==> config.mk <==
export PLATFORM = sky130hd
export DESIGN_NAME = hbp_ram
export DESIGN_NICKNAME = d
export VERILOG_FILES = /design/src/hdl/hbp_ram.sv
export SDC_FILE = /design/constraint.sdc
export NUM_CORES = 2
export LEC_CHECK = 0
export BUFFER_PORTS_ARGS = -buffer_cell sky130_fd_sc_hd__buf_2
export CAP_MARGIN = 25
export CORE_ASPECT_RATIO = 1.1
export CORE_MARGIN = 1
export CORE_UTILIZATION = 35
export CTS_CLUSTER_SIZE = 25
export DETAILED_ROUTE_END_ITERATION = 7
export PLACE_DENSITY = 0.5
export SKIP_LAST_GASP = 1
export SYNTH_ARGS = -nofsm -noshare
export SYNTH_HDL_FRONTEND = slang
export SYNTH_SLANG_ARGS = --single-unit
==> constraint.sdc <==
create_clock -name clock -period 3.6 [get_ports clock]
set_input_delay 0.18 -clock clock [delete_from_list [all_inputs] [get_ports clock]]
set_output_delay 0.18 -clock clock [all_outputs]
set_load 0.1 [all_outputs]
==> src/hdl/hbp_ram.sv <==
module hbp_ram #(
   parameter int WIDTH = 8,
   parameter int DEPTH = 256
) (
   input  logic                     clock,
   input  logic                     we,
   input  logic                     re,
   input  logic [$clog2(DEPTH)-1:0] addr,
   input  logic [WIDTH-1:0]         wdata,
   output logic [WIDTH-1:0]         rdata
);

   logic [WIDTH-1:0] mem_ff [DEPTH];
   logic [WIDTH-1:0] rdata_ff;

   // single port, registered read
   always_ff @(posedge clock) begin
      if (we) begin
         mem_ff[addr] <= wdata;
      end else if (re) begin
         rdata_ff <= mem_ff[addr];
      end
   end

   assign rdata = rdata_ff;

endmodule

## Word level (Yosys, flattened, before mapping)

Memories as Yosys holds them, arrays and structs flattened. A register that Yosys moved wholly into a read port is not among the register bits.
Cells that the tools add are included.

| word-level totals | value |
|---|---|
| bits in registers | 0 |
| bits in latches | 0 |
| memory bits (writable) | 2,048 |
| memory bits (read-only) | 0 |
| output and inout port bits | 8 |
| memories kept | 1 |

Memory list:

| memory | words | width | read ports | clocked after Yosys merged registers in | write ports | RTL line | source |
|---|---|---|---|---|---|---|---|
| mem_ff | 256 | 8 | 1 | 1 | 1 | 13 | `logic [WIDTH-1:0] mem_ff [DEPTH];` |

| operators by class | value |
|---|---|
| add/sub/neg operators | 0 |
| multiply operators | 0 |
| div/mod/pow operators | 0 |
| magnitude comparators | 0 |
| eq/ne operators | 0 |
| shift operators | 0 |
| mux-type cells | 2 |
| bitwise logic cells | 1 |
| reductions and logical operators | 1 |

Operators by type and width:

| kind | number |
|---|---|
| 1-bit two-way mux | 2 |
| 2-bit AND reduction | 1 |
| 1-bit NOT | 1 |

## Depth between registers and ports, before layout

| logic depth | value |
|---|---|
| depth after elaboration | 2 |
| depth in mapped cells | 9 |

## Worst setup path before layout

No wires, ideal clock.

| timing path | value |
|---|---|
| kind | in2reg |
| start point | input addr[3] |
| end point | memory mem_ff[105][0] (enable) |
| library setup time | 0.370 ns |
| arrival time | 1.995 ns |
| data required time | 3.230 ns |
| slack | 1.235 ns |
| stages on the path | 8 |
| buffers on the path | 5 |
| cells stage by stage | clkbuf_1 -> nor2b_1 -> buf_2 -> clkbuf_1 -> clkbuf_1 -> nand3_1 -> clkbuf_1 -> nor2_1 |

RTL lines:

| item | RTL line | source |
|---|---|---|
| from (decl) | 8 | `input logic [$clog2(DEPTH)-1:0] addr,` |
| to (decl) | 13 |  |

No word-level cell before the write port.

==> insert_results.sql <==
INSERT INTO impl_metrics (metric_group, metric, value, unit) VALUES
('timing', 'hold_viol_final', '0', ''),
('timing', 'finalCriticalPeriod', '2950', 'ps'),
('power', 'power_per_cell_area', '532', 'mW/mm2'),
('synthesis', 'synth_cells', '3547', ''),
('placed_design', 'place.detailed.hpwl', '131', 'mm'),
('global_routing', 'grt_pass1_wl', '300', 'mm'),
('worst_setup_path', 'worst-endpoint-arrival', '3520', 'ps'),
('clocking', 'ctsHtreeMaxLevel', '4', ''),
('global_routing', 'grt.total_usage', '0.186', ''),
('power', 'cell_internal_pwr', '38400', 'uW'),
('layout', 'areaGrowthSynthToFinish', '17.2', '%'),
('power', 'share_clk_of_total_power', '0.411', ''),
('floorplanning', 'core_footprint', '0.223', 'mm2'),
('timing', 'setup_viol', '0', ''),
('placed_design', 'gp_congestion', '0.819', ''),
('layout', 'stdcell_count', '7170', ''),
('timing', 'drv_slew', '0', ''),
('layout', 'finalInstanceArea', '0.0921', 'mm2'),
('worst_setup_path', 'critical_path_peak_fanout', '1', ''),
('timing', 'final.period_utilization', '0.819', ''),
('power', 'power_switching_share', '0.217', ''),
('run_status', 'status', 'completed', ''),
('layout', 'post_route_cells_drive_above_1_share', '0.313', ''),
('clocking', 'cts_tree', 'done', ''),
('detailed_routing', 'antenna_violating_nets_post_route', '0', ''),
('synthesis', 'synth.yosys.warnings', '0', ''),
('detailed_routing', 'first_iter_violations', '3797', ''),
('floorplanning', 'floorplan.die_area', '0.226', 'mm2'),
('global_routing', 'grt_max_degree', '119', ''),
('clocking', 'clock_root_buffer_master', 'clkbuf_16', ''),
('timing', 'setup_repair_after_global_routing_missed_its_margin', 'no', ''),
('layout', 'regArea', '0.0617', 'mm2'),
('clocking', 'cts.sink_count', '2056', ''),
('worst_setup_path', 'worstSetupStartpointType', 'register', ''),
('synthesis', 'synth_area_leaders', 'edfxtp_1 (79%), mux4_2 (15%), a22oi_1 (2.4%), nor2_1 (1.1%), a21oi_1 (0.82%)', ''),
('detailed_routing', 'post-route-drc-count', '0', ''),
('detailed_routing', 'drt_pass1_iterations', '5', ''),
('synthesis', 'asyncSetResetFlopFracSynth', '0', ''),
('global_routing', 'met2_usage', '0.304', ''),
('min_path', 'hp-class', 'input port to register', ''),
('floorplanning', 'io_pins', '27', ''),
('synthesis', 'post_synth_instance_area', '0.0786', 'mm2'),
('layout', 'utilization_after_layout', '0.412', ''),
('power', 'power.switching', '10600', 'uW'),
('timing', 'setup_ws', '651', 'ps'),
('global_routing', 'via_count_of_the_first_global_routing_pass', '39800', ''),
('timing', 'tightestPinTransition', '1010', 'ps'),
('placed_design', 'pre_cts_ws', '52.1', 'ps'),
('floorplanning', 'rows', '182', ''),
('worst_setup_path', 'timing_worst_setup_path_type', 'register to register', ''),
('clocking', 'clk-insertion-delay-late', '830', 'ps'),
('synthesis', 'synth_ff_type', 'edfxtp_1', ''),
('layout', 'filler_cells_inserted', '19500', ''),
('synthesis', 'ys_ff_latch', '2056', ''),
('worst_setup_path', 'required', '4170', 'ps'),
('synthesis', 'synth-edff-count', '2056', ''),
('run', 'cap_violations', '0', ''),
('timing', 'clock.fmax', '339', 'MHz'),
('synthesis', 'synth_sequential_area_ratio', '0.786', ''),
('detailed_routing', 'drt-vias-per-instance', '5.33', ''),
('clocking', 'clkSlewWorstSetupHoldPaths', '60', 'ps'),
('worst_setup_path', 'crit_path_end_kind', 'register', ''),
('detailed_routing', 'routed-via-count', '38200', ''),
('placed_design', 'dpl-instance-area', '0.0857', 'mm2'),
('layout', 'area_of_the_multi_input_gates', '0.0158', 'mm2'),
('clocking', 'clock_tree.buffer_depth', '3', ''),
('layout', 'finish.net_count', '4074', ''),
('clocking', 'numCtsBuffers', '204', ''),
('synthesis', 'synthMostInstantiatedCell', 'edfxtp_1', ''),
('floorplanning', 'initial_core_util', '0.352', ''),
('synthesis', 'yosys.cell_types.count', '20', '');
-- critical path: stages (launching register included) --
cell and delay [ps]:
edfxtp_1 350, mux4_2 470, a22oi_1 340, a21oi_1 230, o41ai_1 920, buf_4 280
nand4_1 90
-- final cells by class --
| cell class | count | share of cell area |
|---|---|---|
| inverters | 1 | 0.0000408 |
| clock buffers | 254 | 0.0582 |
| well taps | 2944 | 0.0400 |
| repair buffers | 534 | 0.0500 |
| multi-input cells | 1258 | 0.172 |
| diodes | 1 | 0.0000272 |
| clock inverters | 122 | 0.00946 |
| flip-flops and latches | 2056 | 0.671 |
-- cells in the final DEF, fill, tap and decap left out, drive strengths merged, types with 8 or more instances in the layout --
cell / n
a22oi: 256
dlygate4sd3: 9
clkinv: 104
nor2b: 8
nand2: 29
buf: 525
a21oi: 128
nor2: 229
clkbuf: 254
nand4: 8
o41ai: 32
edfxtp: 2056
nand3: 12
mux4: 512
bufinv: 8
nor3: 33
-- through the flow --
step	power, uW	setup TNS, ps	hold slack (ps)
2_1_floorplan	28100	0	279
3_3_place_gp	29400	-10.3	686
3_5_place_dp	29400	0	703
4_1_cts	49500	0	90.4
5_1_grt	50300	0	128
6_report	49000	0	143
-- per-layer routing --
metal	part of all wire	wire length (um)
met4	0.031	6410
met5	0	0
met1	0.43	88900
met2	0.49	103000
met3	0.050	10500
-- cells by family (layout without fill, tap and decap cells) --
logic type,count (synthesis),after routing,synth area share
buf+inv,233,911,0.0138
simple gates,330,330,0.0173
flops,2056,2056,0.786
compound gates,416,416,0.0362
mux,512,512,0.147
other cells,0,1,0
-- path summary, 6_finish.rpt --
path,start,end,slack (ps),depth (start not counted)
worst max-delay path,mem_ff[203][1],rdata[1],650,6
worst min-delay path,addr[6],rdata[4],140,4
worst min register to register,mem_ff[36][5],rdata[5],1080,5
worst max register to register,mem_ff[203][1],rdata[1],650,6
-- sequential cells by signal, summed over array words and instances, names as in the netlist --
| signal | flops |
|---|---|
| mem_ff | 2048 |
| rdata | 8 |
-- power by group through the flow --
stage / Combinational, uW / Clock, uW / Sequential (uW)
5_1_grt: 2570 / 21400 / 26400
3_5_place_dp: 2470 / 0 / 26900
6_report: 2430 / 20100 / 26400
2_1_floorplan: 1170 / 0 / 26900
3_3_place_gp: 2450 / 0 / 26900
4_1_cts: 2480 / 20600 / 26400
-- what timing repair did --
item	4_1_cts	5_1_grt
endpoints found under the hold margin	707	0
hold buffers	9	0
resized for setup	0	0
setup endpoints to repair	0	0
Power figures use the tool's default switching activity.
