<file path="config.mk">
export PLATFORM = sky130hd
export DESIGN_NAME = hbp_fifo
export DESIGN_NICKNAME = d
export VERILOG_FILES = /design/src/hdl/hbp_pkg.sv /design/src/hdl/hbp_fifo.sv
export SDC_FILE = /design/constraint.sdc
export NUM_CORES = 1
export LEC_CHECK = 0
export ABC_AREA = 1
export BUFFER_PORTS_ARGS = -buffer_cell sky130_fd_sc_hd__buf_2
export CORE_ASPECT_RATIO = 1.4
export CORE_UTILIZATION = 35
export CTS_BUF_LIST = sky130_fd_sc_hd__clkbuf_8
export DETAILED_ROUTE_END_ITERATION = 8
export PLACE_DENSITY_LB_ADDON = 0.08
export SYNTH_ARGS = -nofsm -noshare
export SYNTH_HDL_FRONTEND = slang
export SYNTH_SLANG_ARGS = --single-unit
</file>
<file path="constraint.sdc">
create_clock -name clock -period 3.15 [get_ports clock]
set_input_delay 0.315 -clock clock [delete_from_list [all_inputs] [get_ports clock]]
set_output_delay 0.315 -clock clock [all_outputs]
set_load 0.02 [all_outputs]
</file>
<file path="src/hdl/hbp_pkg.sv">
package hbp_pkg;

   // table geometry and code limits
   localparam int SYMBOLS      = 256;
   localparam int MAX_CODE_LEN = 16;
   localparam int CODE_W       = 16;
   localparam int LEN_W        = 5;
   localparam int LEN_CAP      = (MAX_CODE_LEN < CODE_W) ? MAX_CODE_LEN : CODE_W;
   localparam int SYM_ADDR_W   = (SYMBOLS > 1) ? $clog2(SYMBOLS) : 1;

   // pending byte
   localparam int PEND_W  = 7;
   localparam int PCNT_W  = 3;
   localparam int ACC_W   = PEND_W + CODE_W;
   localparam int TOTAL_W = 5;

   // result queue
   localparam int FIFO_DEPTH = 8;
   localparam int FIFO_PTR_W = $clog2(FIFO_DEPTH);
   localparam int FIFO_CNT_W = FIFO_PTR_W + 1;

   typedef enum logic [1:0] {
      OP_LOAD   = 2'd0,
      OP_ENCODE = 2'd1,
      OP_FLUSH  = 2'd2
   } op_type;

   typedef struct packed {
      logic [CODE_W-1:0] code;
      logic [LEN_W-1:0]  len;
   } entry_type;

   typedef struct packed {
      logic [7:0] packed_byte;
      logic       stream_end;
      logic       last;
   } result_type;

   // up to two results written into the queue in one cycle
   typedef struct packed {
      logic [1:0] n;
      result_type r0;
      result_type r1;
   } push_type;

endpackage

</file>
<file path="src/hdl/hbp_fifo.sv">
module hbp_fifo
   import hbp_pkg::*;
(
   input  logic                  clock,
   input  logic                  reset,
   input  push_type              push,
   input  logic                  pop,
   output logic                  not_empty,
   output result_type            head,
   output logic [FIFO_CNT_W-1:0] count
);

   result_type            mem_ff [FIFO_DEPTH];
   logic [FIFO_PTR_W-1:0] wr_ptr_ff, wr_ptr_in;
   logic [FIFO_PTR_W-1:0] rd_ptr_ff, rd_ptr_in;
   logic [FIFO_CNT_W-1:0] cnt_ff, cnt_in;
   logic [FIFO_PTR_W-1:0] wr_next;

   // pointer and count update
   always_comb begin
      wr_next   = wr_ptr_ff + FIFO_PTR_W'(1);
      wr_ptr_in = wr_ptr_ff + FIFO_PTR_W'(push.n);
      rd_ptr_in = rd_ptr_ff + FIFO_PTR_W'(pop);
      cnt_in    = cnt_ff + FIFO_CNT_W'(push.n) - FIFO_CNT_W'(pop);
   end

   always_ff @(posedge clock) begin
      if (reset) begin
         wr_ptr_ff <= '0;
         rd_ptr_ff <= '0;
         cnt_ff    <= '0;
      end else begin
         wr_ptr_ff <= wr_ptr_in;
         rd_ptr_ff <= rd_ptr_in;
         cnt_ff    <= cnt_in;
      end
   end

   // storage, up to two writes a cycle
   always_ff @(posedge clock) begin
      if (push.n != 2'd0) begin
         mem_ff[wr_ptr_ff] <= push.r0;
      end
      if (push.n == 2'd2) begin
         mem_ff[wr_next] <= push.r1;
      end
   end

   assign not_empty = (cnt_ff != '0);
   assign head      = mem_ff[rd_ptr_ff];
   assign count     = cnt_ff;

   // writes never overrun the queue
   a_no_overflow: assert property (@(posedge clock) disable iff (reset)
      ({1'b0, cnt_ff} + (FIFO_CNT_W+1)'(push.n)) <= (FIFO_CNT_W+1)'(FIFO_DEPTH))
      else $error("result queue overflow");

   // never read from an empty queue
   a_no_underflow: assert property (@(posedge clock) disable iff (reset)
      pop |-> not_empty)
      else $error("result queue underflow");

   // last entry read with nothing arriving leaves the queue empty
   a_drain: assert property (@(posedge clock) disable iff (reset)
      (cnt_ff == FIFO_CNT_W'(1) && pop && push.n == 2'd0) |=> !not_empty)
      else $error("queue count out of step");

endmodule

</file>
Word level (Yosys, flattened, before mapping)
Memories as Yosys holds them, arrays and structs flattened. A register that Yosys moved wholly into a read port is not among the register bits. Index checks and enable logic that the tools add are counted.

Register bits: 10. Memory bits (writable): 80. Input bits: 25. Output and inout bits: 15. Word-level logic and storage cells: 17. Memories: 1.

$add $sub $neg: 5. Equal/unequal tests: 1. Muxes and demuxes: 5. Reduce and logical (&&, ||, !) cells: 2.

Memory list: mem_ff (depth 8, width 10, read ports 1, clocked after memory_dff 1, write ports 2, line hbp_fifo.sv:13) `result_type mem_ff [FIFO_DEPTH];`.

Operators with widths (number): 4-bit by 2-bit adder with 4-bit output (1); 1-bit 2-to-1 mux (4); 4-bit nonzero test (1); 4-bit by 1-bit subtractor with 4-bit output (1); 3-bit by 1-bit adder with 3-bit output (1); 3-bit by 1-bit adder with 3-bit output (second input constant) (1); 3-bit by 2-bit adder with 3-bit output (1); 3-bit 2-to-1 mux (1); 2-bit equality test (second input constant) (1); 2-bit nonzero test (1).

Logic depth before layout (Yosys ltp)
Word-level depth: 3. Gate-level depth with buffers: 8. Gate-level depth less buffers: 8.

Worst setup path after synthesis
Ideal clock, no wire load.

Kind: register to register. Start point: register wr_ptr_ff[0]. End point: memory mem_ff[0][0] (netlist bit), enable pin. Setup time: 0.386 ns. Arrival: 1.588 ns. Required time: 2.764 ns. Path slack: 1.176 ns. Cell stages (with the launch flop): 7. Buffers on the path: 2. Period minus slack after synthesis: 1.974 ns. Cells stage by stage: dfxtp_1 -> ha_1 -> buf_2 -> clkinv_1 -> nand3_1 -> buf_2 -> o21ai_0.

RTL lines: from (decl) (line hbp_fifo.sv:14) `logic [FIFO_PTR_W-1:0] wr_ptr_ff, wr_ptr_in;`; from (signal assigned) (line hbp_fifo.sv:33) `wr_ptr_ff <= wr_ptr_in;`; to (decl) (line hbp_fifo.sv:13).

==> flow_metrics.tcl <==
set metrics [dict create \
    grt_pass1_vias 4816 \
    cap_viol_max_count 0 \
    power.switching_w 0.00113 \
    synth-seq-cells 90 \
    arr_time_crit_path_ns 2.42 \
    worst-path-max-fanout 24 \
    post_synth_edffs 80 \
    cts-root-buf "sky130_fd_sc_hd__clkbuf_8" \
    grt_antenna_before_repair 0 \
    unrepaired_setup_endpoints_after_global_routing "no" \
    fin_crit_sh_pct 74.7 \
    cpMaxStageDelayCell "sky130_fd_sc_hd__dfxtp_1" \
    ioPinCount 40 \
    wire_per_inst_um 18.2 \
    post_drt_via_cell_ratio 5.10 \
    timing.critical_path.buf_inv 3 \
    p_per_cell_area_nw_per_um2 521 \
    critical_path.top_delay_family "simple AND/OR/NAND/NOR gates" \
    fin_setup_tns_ns 0 \
    grt_start_max_net_pins 44 \
    worst_slew_margin_rel_pct 42.3 \
    cts_hold_buffers 0 \
    seq_power_share_pct 47.1 \
    core_area_um2 15200 \
    clock_skew_ns 0.0130 \
    area_growth_syn_to_layout_pct 8.51 \
    setup_fix_bufs_post_cts 0 \
    critical_path.endpoint_type "flip-flop" \
    overflow 0 \
    maxClockFrequency_ghz 0.425 \
    worst_setup_path_start_kind "flip-flop" \
    setup_ws_ns 0.798 \
    clk_transition_reported_paths_ns 0.09 \
    setup-violations-final 0 \
    fin_nets 777 \
    crit_path_frequent_cell "sky130_fd_sc_hd__buf_4" \
    routed-via-count 4781 \
    worst_hold_path_type "in -> reg" \
    drive_above_1_share_pct 11.0 \
    die_height_um 150 \
    max-vdd-ir-drop_mv 0.274 \
    cts_buffers 9 \
    post-route-min-period_ns 2.35 \
    required_time_at_the_endpoint_of_the_critical_path_ns 3.22 \
    worst_path_largest_cell_delay_ns 0.38 \
    clk_path_buf_depth 2 \
    combinationalPowerShare_pct 29.7 \
    clock_power_share_pct 23.3 \
    crit_path_cell_trace "ha_1, inv_1, nand2_1, nand2_2, buf_4, nand3_1, o21ai_0, buf_4" \
    detail-route-antenna-nets 0 \
    grt_util_all_layers_pct 22.7 \
    place.detailed.hpwl_um 12600 \
    chipWidth_um 108 \
    hold_viol 0 \
    first_pass_grt_wire_length_um 26700 \
    drc_errors 0 \
    gp_congestion 0.905 \
    drt_iter0_markers 326 \
    floorplan_row_count 53 \
    synth_fp_nets 773 \
    yosys_cell_types 20 \
    clk_latency_ns 0.36 \
    antenna_cells_inserted 0 \
    yosysWarningCount 0 \
    portBuffers 39 \
    wl_um 17000 \
    cts_tree "yes" \
    run_status "completed" \
    max_slew.worst_pin.slew_ns 0.860 \
    htree_levels 3 \
    internal-power_w 0.00198 \
    design.die.area_um2 16200 \
    path_class "reg -> reg" \
    netSwitchingFraction_pct 36.3 \
    power_leakage_nw 2.94 \
    starting_density_of_the_core_pct 36.2 \
    post_cts_resized 0 \
    primary_ff_master_synth "sky130_fd_sc_hd__edfxtp_1" \
    syn_avg_cell_area_um2 7.47 \
    syn_area_um2 5500 \
    fin_cells 937 \
    dp_slack_ns 0.801 \
    yosysSeqAreaShare_pct 47.3 \
    first_pass_iteration_count_of_the_detailed_router 5 \
    placedCellCount 921 \
    final-max-slew-violation-count 0 \
    synth_cells 736 \
    async_reset_ff_share_pct 0 \
    tritoncts_num_sinks 90 \
]
[cells in the mapped netlist, types with 3 or more instances]
cell type                  count  area share, %
sky130_fd_sc_hd__nand2_1     303             21
sky130_fd_sc_hd__inv_1       102            7.0
sky130_fd_sc_hd__edfxtp_1     80             44
sky130_fd_sc_hd__nand4_1      80            9.1
sky130_fd_sc_hd__nand3_1      51            4.6
sky130_fd_sc_hd__buf_2        42            3.8
sky130_fd_sc_hd__buf_1        13           0.89
sky130_fd_sc_hd__clkbuf_1     13           0.89
sky130_fd_sc_hd__dfxtp_1      10            3.6
sky130_fd_sc_hd__ha_1         10            2.3
sky130_fd_sc_hd__nor2_1        9           0.61
sky130_fd_sc_hd__o21ai_0       9           0.82
sky130_fd_sc_hd__a21oi_1       3           0.27
[state kept, by name (all words and copies together), names as in the netlist]
name and cells:
wr_ptr_ff 3, mem_ff 80, rd_ptr_ff 3, count 4
[per-layer routing]
metal  GRT usage [%]  share of wire [%]  vias to the layer above
met5               0                  0                        -
met4            12.5                4.3                        0
met3            3.03                5.4                       40
met2            38.6                 49                      182
met1            27.5                 41                     2188
li1                -                  -                     2371
[worst register-to-register path, stage by stage, from the launching register on]
cell	delay (ns)
sky130_fd_sc_hd__dfxtp_1	0.38
sky130_fd_sc_hd__ha_1	0.25
sky130_fd_sc_hd__inv_1	0.08
sky130_fd_sc_hd__nand2_1	0.07
sky130_fd_sc_hd__nand2_2	0.34
sky130_fd_sc_hd__buf_4	0.26
sky130_fd_sc_hd__nand3_1	0.30
sky130_fd_sc_hd__o21ai_0	0.19
sky130_fd_sc_hd__buf_4	0.21
[layout by cell type (no fill, tap or decap)]
cell,instances
sky130_fd_sc_hd__inv_2,1
sky130_fd_sc_hd__edfxtp_1,80
sky130_fd_sc_hd__dfxtp_1,10
sky130_fd_sc_hd__nand3_1,51
sky130_fd_sc_hd__clkbuf_8,9
sky130_fd_sc_hd__buf_2,39
sky130_fd_sc_hd__nor2_2,2
sky130_fd_sc_hd__ha_1,10
sky130_fd_sc_hd__nor2_1,9
sky130_fd_sc_hd__inv_6,3
sky130_fd_sc_hd__nand4_1,80
sky130_fd_sc_hd__clkinvlp_4,2
sky130_fd_sc_hd__xnor2_1,1
sky130_fd_sc_hd__fa_1,2
sky130_fd_sc_hd__nand2_1,303
sky130_fd_sc_hd__inv_1,102
sky130_fd_sc_hd__xor2_1,1
sky130_fd_sc_hd__nand2_2,2
sky130_fd_sc_hd__clkinv_2,2
sky130_fd_sc_hd__a21oi_1,3
sky130_fd_sc_hd__buf_4,22
sky130_fd_sc_hd__o21ai_1,2
sky130_fd_sc_hd__clkinv_1,2
sky130_fd_sc_hd__o21ai_0,7
[cells by family (layout without fill, tap and decap cells)]
logic type,after synthesis,count (layout),share of synthesized area [%]
AND/OR/NAND/NOR,447,447,35.5
flip-flops,90,90,47.3
XOR/XNOR,2,2,0.319
buffers and inverters,173,182,12.8
AO/OA/AOI/OAI,12,12,1.09
adder cells (fa/ha/maj),12,12,3.00
[final timing paths]
check / startpoint / to / slack (ns) / depth (start not counted)
min reg2reg: wr_ptr_ff[2] / wr_ptr_ff[2] / 0.64 / 2
max reg2reg: wr_ptr_ff[0] / mem_ff[4][2] / 0.80 / 8
min: reset / wr_ptr_ff[1] / 0.24 / 2
max: wr_ptr_ff[0] / mem_ff[4][2] / 0.80 / 8
[through the flow]
stage / instance area (µm²) / total power (W) / utilization, % / hold WS [ns]
after global placement: 5790 / 0.00240 / 38.1 / 0.608
after CTS: 5970 / 0.00314 / 39.3 / 0.223
after floorplan: 5500 / 0.00213 / - / 0.510
after detailed placement: 5790 / 0.00242 / 38.1 / 0.617
final: 5970 / 0.00311 / 39.3 / 0.239
after global routing: 5970 / 0.00330 / 39.3 / 0.239
[layout make-up]
type,count,area [µm²]
timing repair buffer,61,360
sequential,90,2600
clock buffer,9,124
tap,192,240
fill,1581,9220
multi-input combinational,473,2190
clock inverter,7,51.3
inverter,105,394
[power by group through the flow]
stage / sequential, W / clock (W) / combinational (W)
floorplan: 0.00151 / 0 / 0.000621
global placement: 0.00149 / 0 / 0.000908
detailed placement: 0.00149 / 0 / 0.000921
CTS: 0.00147 / 0.000751 / 0.000925
global route: 0.00148 / 0.000790 / 0.00103
finish: 0.00147 / 0.000723 / 0.000923
(Power assumes the default switching activity.)
