File: src/hdl/hbp_pkg.sv
package hbp_pkg;

   // table geometry and code limits
   localparam int SYMBOLS      = 256;
   localparam int MAX_CODE_LEN = 16;
   localparam int CODE_W       = 16;
   localparam int LEN_W        = 5;
   localparam int LEN_CAP      = (MAX_CODE_LEN < CODE_W) ? MAX_CODE_LEN : CODE_W;
   localparam int SYM_ADDR_W   = (SYMBOLS > 1) ? $clog2(SYMBOLS) : 1;

   // pending byte
   localparam int PEND_W  = 7;
   localparam int PCNT_W  = 3;
   localparam int ACC_W   = PEND_W + CODE_W;
   localparam int TOTAL_W = 5;

   // result queue
   localparam int FIFO_DEPTH = 8;
   localparam int FIFO_PTR_W = $clog2(FIFO_DEPTH);
   localparam int FIFO_CNT_W = FIFO_PTR_W + 1;

   typedef enum logic [1:0] {
      OP_LOAD   = 2'd0,
      OP_ENCODE = 2'd1,
      OP_FLUSH  = 2'd2
   } op_type;

   typedef struct packed {
      logic [CODE_W-1:0] code;
      logic [LEN_W-1:0]  len;
   } entry_type;

   typedef struct packed {
      logic [7:0] packed_byte;
      logic       stream_end;
      logic       last;
   } result_type;

   // up to two results written into the queue in one cycle
   typedef struct packed {
      logic [1:0] n;
      result_type r0;
      result_type r1;
   } push_type;

endpackage

File: src/hdl/hbp_pack.sv
module hbp_pack
   import hbp_pkg::*;
(
   input  logic      clock,
   input  logic      reset,
   input  logic      s1_valid,
   input  op_type    s1_op,
   input  logic      s1_sym_ok,
   input  entry_type entry,
   output push_type  push
);

   logic [PEND_W-1:0] pend_ff, pend_in;
   logic [PCNT_W-1:0] cnt_ff, cnt_in;

   logic [ACC_W-1:0]   acc;
   logic [TOTAL_W-1:0] total;
   logic [TOTAL_W-1:0] sh0, sh1;
   logic [PCNT_W-1:0]  rem;
   logic [7:0]         byte0, byte1, flush_byte;

   // merge code into the pending bits and cut out finished bytes
   always_comb begin
      acc        = (ACC_W'(pend_ff) << entry.len) | ACC_W'(entry.code);
      total      = TOTAL_W'(cnt_ff) + entry.len;
      sh0        = total - TOTAL_W'(8);
      sh1        = total - TOTAL_W'(16);
      byte0      = 8'(acc >> sh0);
      byte1      = 8'(acc >> sh1);
      rem        = total[PCNT_W-1:0];
      flush_byte = 8'({1'b0, pend_ff} << (4'd8 - {1'b0, cnt_ff}));
   end

   // next pending state and queue writes
   always_comb begin
      pend_in = pend_ff;
      cnt_in  = cnt_ff;
      push    = '0;
      if (s1_valid) begin
         unique case (s1_op)
            OP_ENCODE: begin
               if (s1_sym_ok) begin
                  pend_in = PEND_W'(acc) & PEND_W'((8'd1 << rem) - 8'd1);
                  cnt_in  = rem;
                  if (total >= TOTAL_W'(16)) begin
                     push.n  = 2'd2;
                     push.r0 = '{packed_byte: byte0, stream_end: 1'b0, last: 1'b0};
                     push.r1 = '{packed_byte: byte1, stream_end: 1'b0, last: 1'b1};
                  end else if (total >= TOTAL_W'(8)) begin
                     push.n  = 2'd1;
                     push.r0 = '{packed_byte: byte0, stream_end: 1'b0, last: 1'b1};
                  end
               end
            end
            OP_FLUSH: begin
               pend_in = '0;
               cnt_in  = '0;
               push.n  = 2'd1;
               push.r0 = '{packed_byte: flush_byte, stream_end: 1'b1, last: 1'b1};
            end
            default: begin
            end
         endcase
      end
   end

   always_ff @(posedge clock) begin
      if (reset) begin
         pend_ff <= '0;
         cnt_ff  <= '0;
      end else begin
         pend_ff <= pend_in;
         cnt_ff  <= cnt_in;
      end
   end

   // bits above the pending count stay clear
   a_pend_clean: assert property (@(posedge clock) disable iff (reset)
      (pend_ff >> cnt_ff) == '0)
      else $error("pending bits above count are set");

   // a flush empties the pending byte and always writes one final byte
   a_flush: assert property (@(posedge clock) disable iff (reset)
      (s1_valid && s1_op == OP_FLUSH) |-> (push.n == 2'd1 && push.r0.stream_end)
      ##1 (cnt_ff == '0))
      else $error("flush did not close the stream");

endmodule

File: config.mk
export PLATFORM = sky130hd
export DESIGN_NAME = hbp_pack
export DESIGN_NICKNAME = d
export VERILOG_FILES = /design/src/hdl/hbp_pkg.sv /design/src/hdl/hbp_pack.sv
export SDC_FILE = /design/constraint.sdc
export NUM_CORES = 1
export LEC_CHECK = 0
export BUFFER_PORTS_ARGS = -buffer_cell sky130_fd_sc_hd__clkbuf_2
export CELL_PAD_IN_SITES_DETAIL_PLACEMENT = 2
export CELL_PAD_IN_SITES_GLOBAL_PLACEMENT = 2
export CORE_UTILIZATION = 34
export CTS_BUF_LIST = sky130_fd_sc_hd__clkbuf_4 sky130_fd_sc_hd__clkbuf_8 sky130_fd_sc_hd__clkbuf_16
export DETAILED_ROUTE_END_ITERATION = 7
export MAX_ROUTING_LAYER = met4
export PLACE_DENSITY_LB_ADDON = 0.2
export SLEW_MARGIN = 20
export SYNTH_ARGS = -nofsm -noshare
export SYNTH_HDL_FRONTEND = slang
export SYNTH_SLANG_ARGS = --single-unit
File: constraint.sdc
create_clock -name clock -period 7 [get_ports clock]
set_clock_uncertainty 0.1 [all_clocks]
set_input_delay 0 -clock clock [delete_from_list [all_inputs] [get_ports clock]]
set_output_delay 0 -clock clock [all_outputs]
set_load 0.01 [all_outputs]
* Word-level counts from Yosys, hierarchy flattened
Index checks and enable logic that the tools add are counted.
** Operators by class
- $add $sub $neg :: 5
- Reduce and logical (&&, ||, !) cells :: 2
- Multiply operators :: 0
- Muxes and demuxes :: 11
- Order comparisons :: 2
- Shifts and indexed selects :: 5
- Bitwise gates (word level) :: 2
- Equal/unequal tests :: 3
- Divide/modulo/power cells :: 0
** Operators with widths (count)
- right shift 23 x 5 -> 8 bit :: 2
- 2-to-1 mux 22 bit :: 2
- one-hot mux 12 bit (2 select lines) :: 1
- bitwise OR 23 x 16 -> 23 bit :: 1
- left shift 7 x 5 -> 23 bit :: 1
- 2-to-1 mux 10 bit :: 2
- one-hot mux 7 bit (2 select lines) :: 1
- 2-to-1 mux 12 bit :: 1
- 2-to-1 mux 11 bit :: 1
- left shift 7 x 4 -> 8 bit :: 1
- bitwise AND 7 bit :: 1
- 2-to-1 mux 7 bit :: 1
- left shift 1 x 3 -> 7 bit, first input constant :: 1
- subtractor 7 x 1 -> 7 bit, second input constant :: 1
- one-hot mux 3 bit (2 select lines) :: 1
- adder 3 x 5 -> 5 bit :: 1
- greater-or-equal comparator 5 x 4 -> 1 bit, second input constant :: 1
- greater-or-equal comparator 5 bit, second input constant :: 1
- subtractor 5 x 4 -> 5 bit, second input constant :: 1
- subtractor 5 bit, second input constant :: 1
- subtractor 4 x 3 -> 4 bit, first input constant :: 1
- 2-to-1 mux 3 bit :: 1
- AND reduction 3 bit :: 1
- == test 2 x 1 -> 1 bit, second input constant :: 1
- 3 further kinds :: 3
** Word-level totals
- Bits in registers :: 10
- Output and inout port bits :: 22
- Word-level logic and storage cells :: 32
- Bits in read-only memories :: 0
- Bits in latches :: 0
- Memories kept :: 0
- Memory bits (writable) :: 0
- Input port bits :: 27

* Longest topological paths before layout
Gate-level depths: netlist of the first run.
- Word-level depth :: 8
- Depth in mapped cells :: 15
- Mapped depth without buffers :: 13

* Worst setup path before layout of the first run
Ideal clock, no wire load.
- Kind :: flip-flop to output port
- From :: reg cnt_ff[1]
- To :: out push[13] (netlist name)
- Stages on the path, launching flop included :: 14
- Slack :: 3553 ps
- Data arrival time :: 3347 ps
- Required time :: 6900 ps
- Cell sequence :: dfxtp_1 -> ha_1 -> a21o_1 -> a21oi_1 -> xnor2_1 -> clkbuf_1 -> clkbuf_1 -> ha_1 -> inv_1 -> o31ai_1 -> o31ai_1 -> or2_2 -> o31a_1 -> o31ai_1
** RTL lines
- start, declared :: RTL line hbp_pack.sv:14 : logic [PCNT_W-1:0] cnt_ff, cnt_in;
- start signal, assigned :: RTL line hbp_pack.sv:73 : cnt_ff <= cnt_in;
- end, declared :: RTL line hbp_pack.sv:10 : output push_type push

==> metrics, run 1 <==
Synth Area in Adders 3.85%; area growth from synthesis to layout 8.35%; instance count along the most critical hold path 5; final hold viol count 0; Max FO, Critical Path 23; hold_ws 0.209 ns; yosys warns 0; layout net count 522; placed instance area 3670 um2; startpoint of the tightest hold check path entry[8]; slowest stage cell, crit path clkinv_1; CTS tree done; run status completed; Synth Area in XOR/XNOR 1.53%; remaining routing DRC violations 0; number of primary I/O pins 49; Worst R2R Setup Slack 3.49 ns; final period demand of the worst path 4.11 ns; area of the core 9770 um2; Initial Utilization 35.2%; post-synthesis area per instance 7.31 um2; slew at the pin closest to its max-slew limit 0.819 ns; remaining antenna violation count 0; RSZ-0062 raised after global routing no; number of nets produced by synthesis 508; share of final-layout standard cells stronger than drive strength 1 19.4%; cell type with the largest total area after synthesis mux2i_1; count of buffer and inverter cells on the critical path 3; root buf cell clkbuf_8; share of the yosys chip area belonging to registers 5.81%; horizontal extent of the die 103 um; hold-critical path endpoint pend_ff[3]$_SDFFE_PP0P_; reg-to-reg startpoint cnt_ff[0]$_SDFFE_PP0P_; total chip power 0.000385 W; total negative setup slack 0 ns; row count 36; die footprint 10500 um2; overall routed net length 15100 um; PwrDens 103 nW/um2; total count of max-transition violations in the final report 0; detailed-route vias per instance 6.67; CTS Buf Count 3; most common flop cell mapped by yosys dfxtp_1; critical path endpoint category output port; detailed placer's ending HPWL 11900 um; All-Layer GR Usage 30.3%; synthesized cell area 3440 um2; Port Buf Inserts 47; number of iterations in the first detailed-routing pass 5; Post-synth EDFFs 0; Simple-Gate Fraction of Synth Area 25.2%; clock-pin slew reported for the worst setup and hold paths after clock tree synthesis 0.04 ns; initial drt markers 173; number of setup violations in the final report 0; Reg-to-Reg End pend_ff[6]$_SDFFE_PP0P_; # diodes 0; Worst EP required 6.90 ns; worst slew slack as a fraction of its limit 44.0%; FFs w/ async S/R, synth 0%; synthesized instance count 471; WS Path Type flip-flop to output port; Skew-Pair Late Insertion Delay 0.23 ns; combinational family with the most area after synthesis compound AO/OA/AOI/OAI gates; critical path cell sequence ha_1 -> a21o_1 -> a21oi_1 -> xnor2_2 -> buf_4 -> clkinv_1 -> ha_1 -> o31ai_1 -> o31ai_1 -> or2_2 -> o31a_1 -> o31ai_1 -> clkbuf_2; area share of the largest cell type after synthesis 6.39%; vias post-DR 4116; # clock sinks 10; Data arrival, critical path 4.01 ns; complex-gate fraction of the synthesized area 37.1%; largest cells by area after synthesis mux2i_1 6.4%, mux4_2 5.9%, dfxtp_1 5.8%, nor2_1 5.2%, a21oi_1 4.8%; count of different cell masters after synthesis 85; Critical Path Most Common Cell o31ai_1; Critical Path Start Type flip-flop; die span in y 103 um; largest net degree at the start of global routing 30; via count of the first global-routing pass 4149; final cycle utilization of the critical path 58.7%; most used standard cell by instance count after synthesis nor2_1; number of cells on the worst reg-to-reg path 12; Max Buffers Root-to-Sink 2; maximum frequency from static timing analysis 244 MHz; worst min path class input port to flip-flop; flip-flop and latch count after synthesis 10; overflow left after global routing 0; wire length per cell after detailed routing 24.6 um; top cell types by occurrence after synthesis 48 x nor2_1, 33 x a21oi_1, 27 x nand2_1; LEAKAGE 1.36 nW; fin area 3730 um2; number of antenna violations at the first check in global routing 0; GP Congestion 0.931; Worst VDD drop 0.117 mV; family with the most delay on the worst path compound AO/OA/AOI/OAI gates; mux contribution to synthesized area 17.2%; number of max-cap violations 0; number of H-tree branching levels 1; global-route wire length before repair 23500 um; delay contributed by the slowest stage of the critical path 0.47 ns
-- state kept, by name (all words and copies together) (netlist names) --
register and count:
pend_ff 7, cnt_ff 3
-- worst max path at each step --
stage,slack (ns),cells past startpoint,endpoint,start
detailed placement,2.95,14,push[13],entry[1]
CTS,2.90,13,push[13],cnt_ff[0]$_SDFFE_PP0P_
global route,2.64,13,push[13],cnt_ff[0]$_SDFFE_PP0P_
floorplan,3.55,13,push[13],cnt_ff[1]$_SDFFE_PP0P_
finish,2.89,13,push[13],cnt_ff[0]$_SDFFE_PP0P_
global placement,3.06,14,push[13],entry[1]
-- kinds of logic after synthesis --
logic type,Yosys count
multiplexers,43
adder cells (fa/ha/maj),10
buffers and inverters,65
flip-flops,10
AND/OR/NAND/NOR,166
AO/OA/AOI/OAI,170
other,1
XOR/XNOR,6
-- placed cells by master (no fill, tap or decap), types with 9 or more instances in the layout --
cell type,n
nor2_1,48
clkbuf_2,47
a21oi_1,33
nand2_1,27
mux2i_1,22
nor3_1,22
inv_1,17
nand3_1,15
nand2b_1,13
a211oi_1,10
a32oi_1,10
o31ai_1,10
dfxtp_1,10
mux4_2,9
mux2_2,9
a31oi_1,9
ha_1,9
-- cell type report --
cell class	instances	area, um2
well taps	133	166
flip-flops and latches	10	200
fillers	1184	6040
repair buffers	55	298
inverters	19	71.3
clock buffers	4	55.1
multi-input cells	396	2940
-- timing repair --
item                                   in CTS  in global routing
resized for setup                           0                  0
setup buffers                               0                  0
hold buffers                                1                  0
endpoints found under the hold margin      10                  0
-- metal layers --
metal,wire [um],GRT usage (%),vias to the layer above,share of wire (%)
li1,-,-,1874,-
met1,6770,38.9,2092,45
met2,7270,50.3,119,48
met3,630,1.49,31,4.2
met4,477,11.0,0,3.1
met5,0,-,-,0
-- tightest hold or removal path, delay by kind of cell --
kind                   cells  cell delay, ns
AOI/OAI and AO/OA          2            0.12
buffers and inverters      1            0.08
and+or+nand+nor            2            0.29
-- per-stage QoR --
| step | util (%) | setup slack [ns] | cells |
|---|---|---|---|
| 4_1_cts | 38.2 | 2.90 | 617 |
| 3_3_place_gp | 37.5 | 3.06 | 612 |
| 6_report | 38.2 | 2.89 | 617 |
| 2_1_floorplan | - | 3.55 | 471 |
| 5_1_grt | 38.2 | 2.64 | 617 |
| 3_5_place_dp | 37.5 | 2.95 | 612 |
-- report_power, final --
group          internal, W  switching [W]
combinational    0.0000868       0.000166
clock            0.0000493      0.0000212
sequential       0.0000582     0.00000317
total             0.000194       0.000190
(Power assumes the default switching activity.)
==> run 2: changes to the inputs <==
Settings changed: CORE_UTILIZATION 34 to 31.
Clock period 7 ns to 3.5 ns, I/O delays scaled along.
==> metrics, run 2 (synthesis gave the netlist of run 1 again) <==
remaining antenna violation count 0 (unchanged); Initial Utilization 31.8% (was 35.2%); number of primary I/O pins 49 (unchanged); area of the core 10800 um2 (was 9770 um2); critical path endpoint category output port (unchanged); initial drt markers 302 (was 173); number of setup violations in the final report 0 (unchanged); die span in y 107 um (was 103 um); RSZ-0062 raised after global routing yes (was no); registers with the most flip-flops pend_ff x7, cnt_ff x3 (unchanged); slew at the pin closest to its max-slew limit 0.764 ns (was 0.819 ns); instance count along the most critical hold path 5 (unchanged); via count of the first global-routing pass 4276 (was 4149); Skew-Pair Late Insertion Delay 0.23 ns (about the same); vias post-DR 4122 (was 4116); root buf cell clkbuf_8 (unchanged); Non-Filler Instances 636 (was 617); total placed cells including tap cells 631 (was 612); most frequent cells in the layout 47 x nor2_1, 45 x clkbuf_2, 32 x a21oi_1 (was 48 x nor2_1, 47 x clkbuf_2, 33 x a21oi_1); Data arrival, critical path 3.35 ns (was 4.01 ns); GP Congestion 0.882 (was 0.931); die footprint 11500 um2 (was 10500 um2); horizontal extent of the die 107 um (was 103 um); number of iterations in the first detailed-routing pass 6 (was 5); detailed-route vias per instance 6.48 (was 6.67); detailed placer's ending HPWL 12700 um (was 11900 um); total count of max-transition violations in the final report 0 (unchanged); All-Layer GR Usage 28.8% (was 30.3%); row count 38 (was 36); number of cells on the worst reg-to-reg path 12 (unchanged); wire length per cell after detailed routing 25.4 um (was 24.6 um); final cycle utilization of the critical path 98.6%; Worst EP required 3.40 ns (was 6.90 ns); overall routed net length 16200 um (was 15100 um); flip-flop count of the largest register, all copies and words added 7 (unchanged); remaining routing DRC violations 0 (unchanged); worst min path class input port to flip-flop (unchanged); Max Buffers Root-to-Sink 2 (unchanged); share of final-layout standard cells stronger than drive strength 1 23.2% (was 19.4%); global-route wire length before repair 24800 um (was 23500 um); area growth from synthesis to layout 12.9% (was 8.35%); run status completed (unchanged); leading cell type in the layout, fill and taps excluded nor2_1 (unchanged); Worst VDD drop 0.107 mV (was 0.117 mV); final hold viol count 0 (unchanged); worst slew slack as a fraction of its limit 48.5% (was 44.0%); Top reg by flops pend_ff (unchanged); LEAKAGE 1.43 nW (was 1.36 nW); filler cell count 1301 (was 1184); WS Path Type flip-flop to output port (unchanged); number of max-cap violations 0 (unchanged); number of antenna violations at the first check in global routing 0 (unchanged); layout net count 535 (was 522); number of H-tree branching levels 1 (unchanged); maximum frequency from static timing analysis 290 MHz; # clock sinks 10 (unchanged); total negative setup slack 0 ns (unchanged); final period demand of the worst path 3.45 ns; CTS Buf Count 3 (unchanged); PwrDens 200 nW/um2 (was 103 nW/um2); largest net degree at the start of global routing 29 (was 30); Critical Path Start Type flip-flop (unchanged); CTS tree done (unchanged); Port Buf Inserts 47 (unchanged); Max FO, Critical Path 20 (was 23); overflow left after global routing 0 (unchanged); # diodes 0 (unchanged); clock-pin slew reported for the worst setup and hold paths after clock tree synthesis 0.05 ns (was 0.04 ns)
-- run 2: cell type report --
type,count,area [um2],share of cell area (%)
tap,140,175,4.51
inverter,19,71.3,1.83
sequential,10,200,5.15
multi-input combinational,396,3000,77.3
clock buffer,3,41.3,1.06
timing repair buffer,68,395,10.2
-- run 2: final timing paths --
check / slack (ns) / endpoint / startpoint
worst max-delay path: 0.05 / push[7] / cnt_ff[0]$_SDFFE_PP0P_
worst max register to register: 0.50 / pend_ff[6]$_SDFFE_PP0P_ / cnt_ff[0]$_SDFFE_PP0P_
worst min-delay path: 0.19 / pend_ff[3]$_SDFFE_PP0P_ / entry[8]
worst min register to register: 0.49 / cnt_ff[2]$_SDFFE_PP0P_ / cnt_ff[2]$_SDFFE_PP0P_
-- run 2: critical path, stage by stage, from the launching register on --
cell and delay [ns]:
dfxtp_1 0.31, ha_1 0.21, fa_1 0.41, buf_4 0.19
xor2_2 0.21, buf_4 0.26, o32ai_1 0.68, mux2i_1 0.33
a211oi_1 0.31, nor3_1 0.07, clkbuf_2 0.13
-- run 2: through the flow --
| stage | worst slack [ns] | instance area (um2) | total power [W] | utilization (%) | hold slack (ns) |
|---|---|---|---|---|---|
| 2_1_floorplan | 0.0530 | 3440 | 0.000478 | - | 0.0498 |
| 3_3_place_gp | 0.252 | 3770 | 0.000623 | 34.7 | 0.217 |
| 3_5_place_dp | 0.0864 | 3770 | 0.000636 | 34.7 | 0.227 |
| 4_1_cts | 0.00642 | 3850 | 0.000761 | 35.5 | 0.188 |
| 5_1_grt | -0.0237 | 3890 | 0.000823 | 35.9 | 0.206 |
| 6_report | 0.0492 | 3890 | 0.000776 | 35.9 | 0.188 |
-- run 2: layer usage --
layer / GRT usage [%] / wire, um
met2: 47.8 / 7690
met4: 7.05 / 394
met1: 38.0 / 7270
met3: 2.18 / 813
met5: - / 0
-- run 2: power breakdown --
group          leakage [nW]  switching (W)  internal (W)
clock network        0.0216      0.0000422     0.0000751
logic                  1.33       0.000350      0.000187
registers            0.0808     0.00000481      0.000116
total                  1.43       0.000397      0.000379
-- run 2: repair_timing --
item / in CTS / in global routing
endpoints found under the setup margin: 3 / 14
pin swaps: 1 / 3
gates cloned: 0 / 0
buffers inserted: 1 / 0
hold buffers: 1 / 0
endpoints found under the hold margin: 10 / 0
resized for setup: 5 / 10
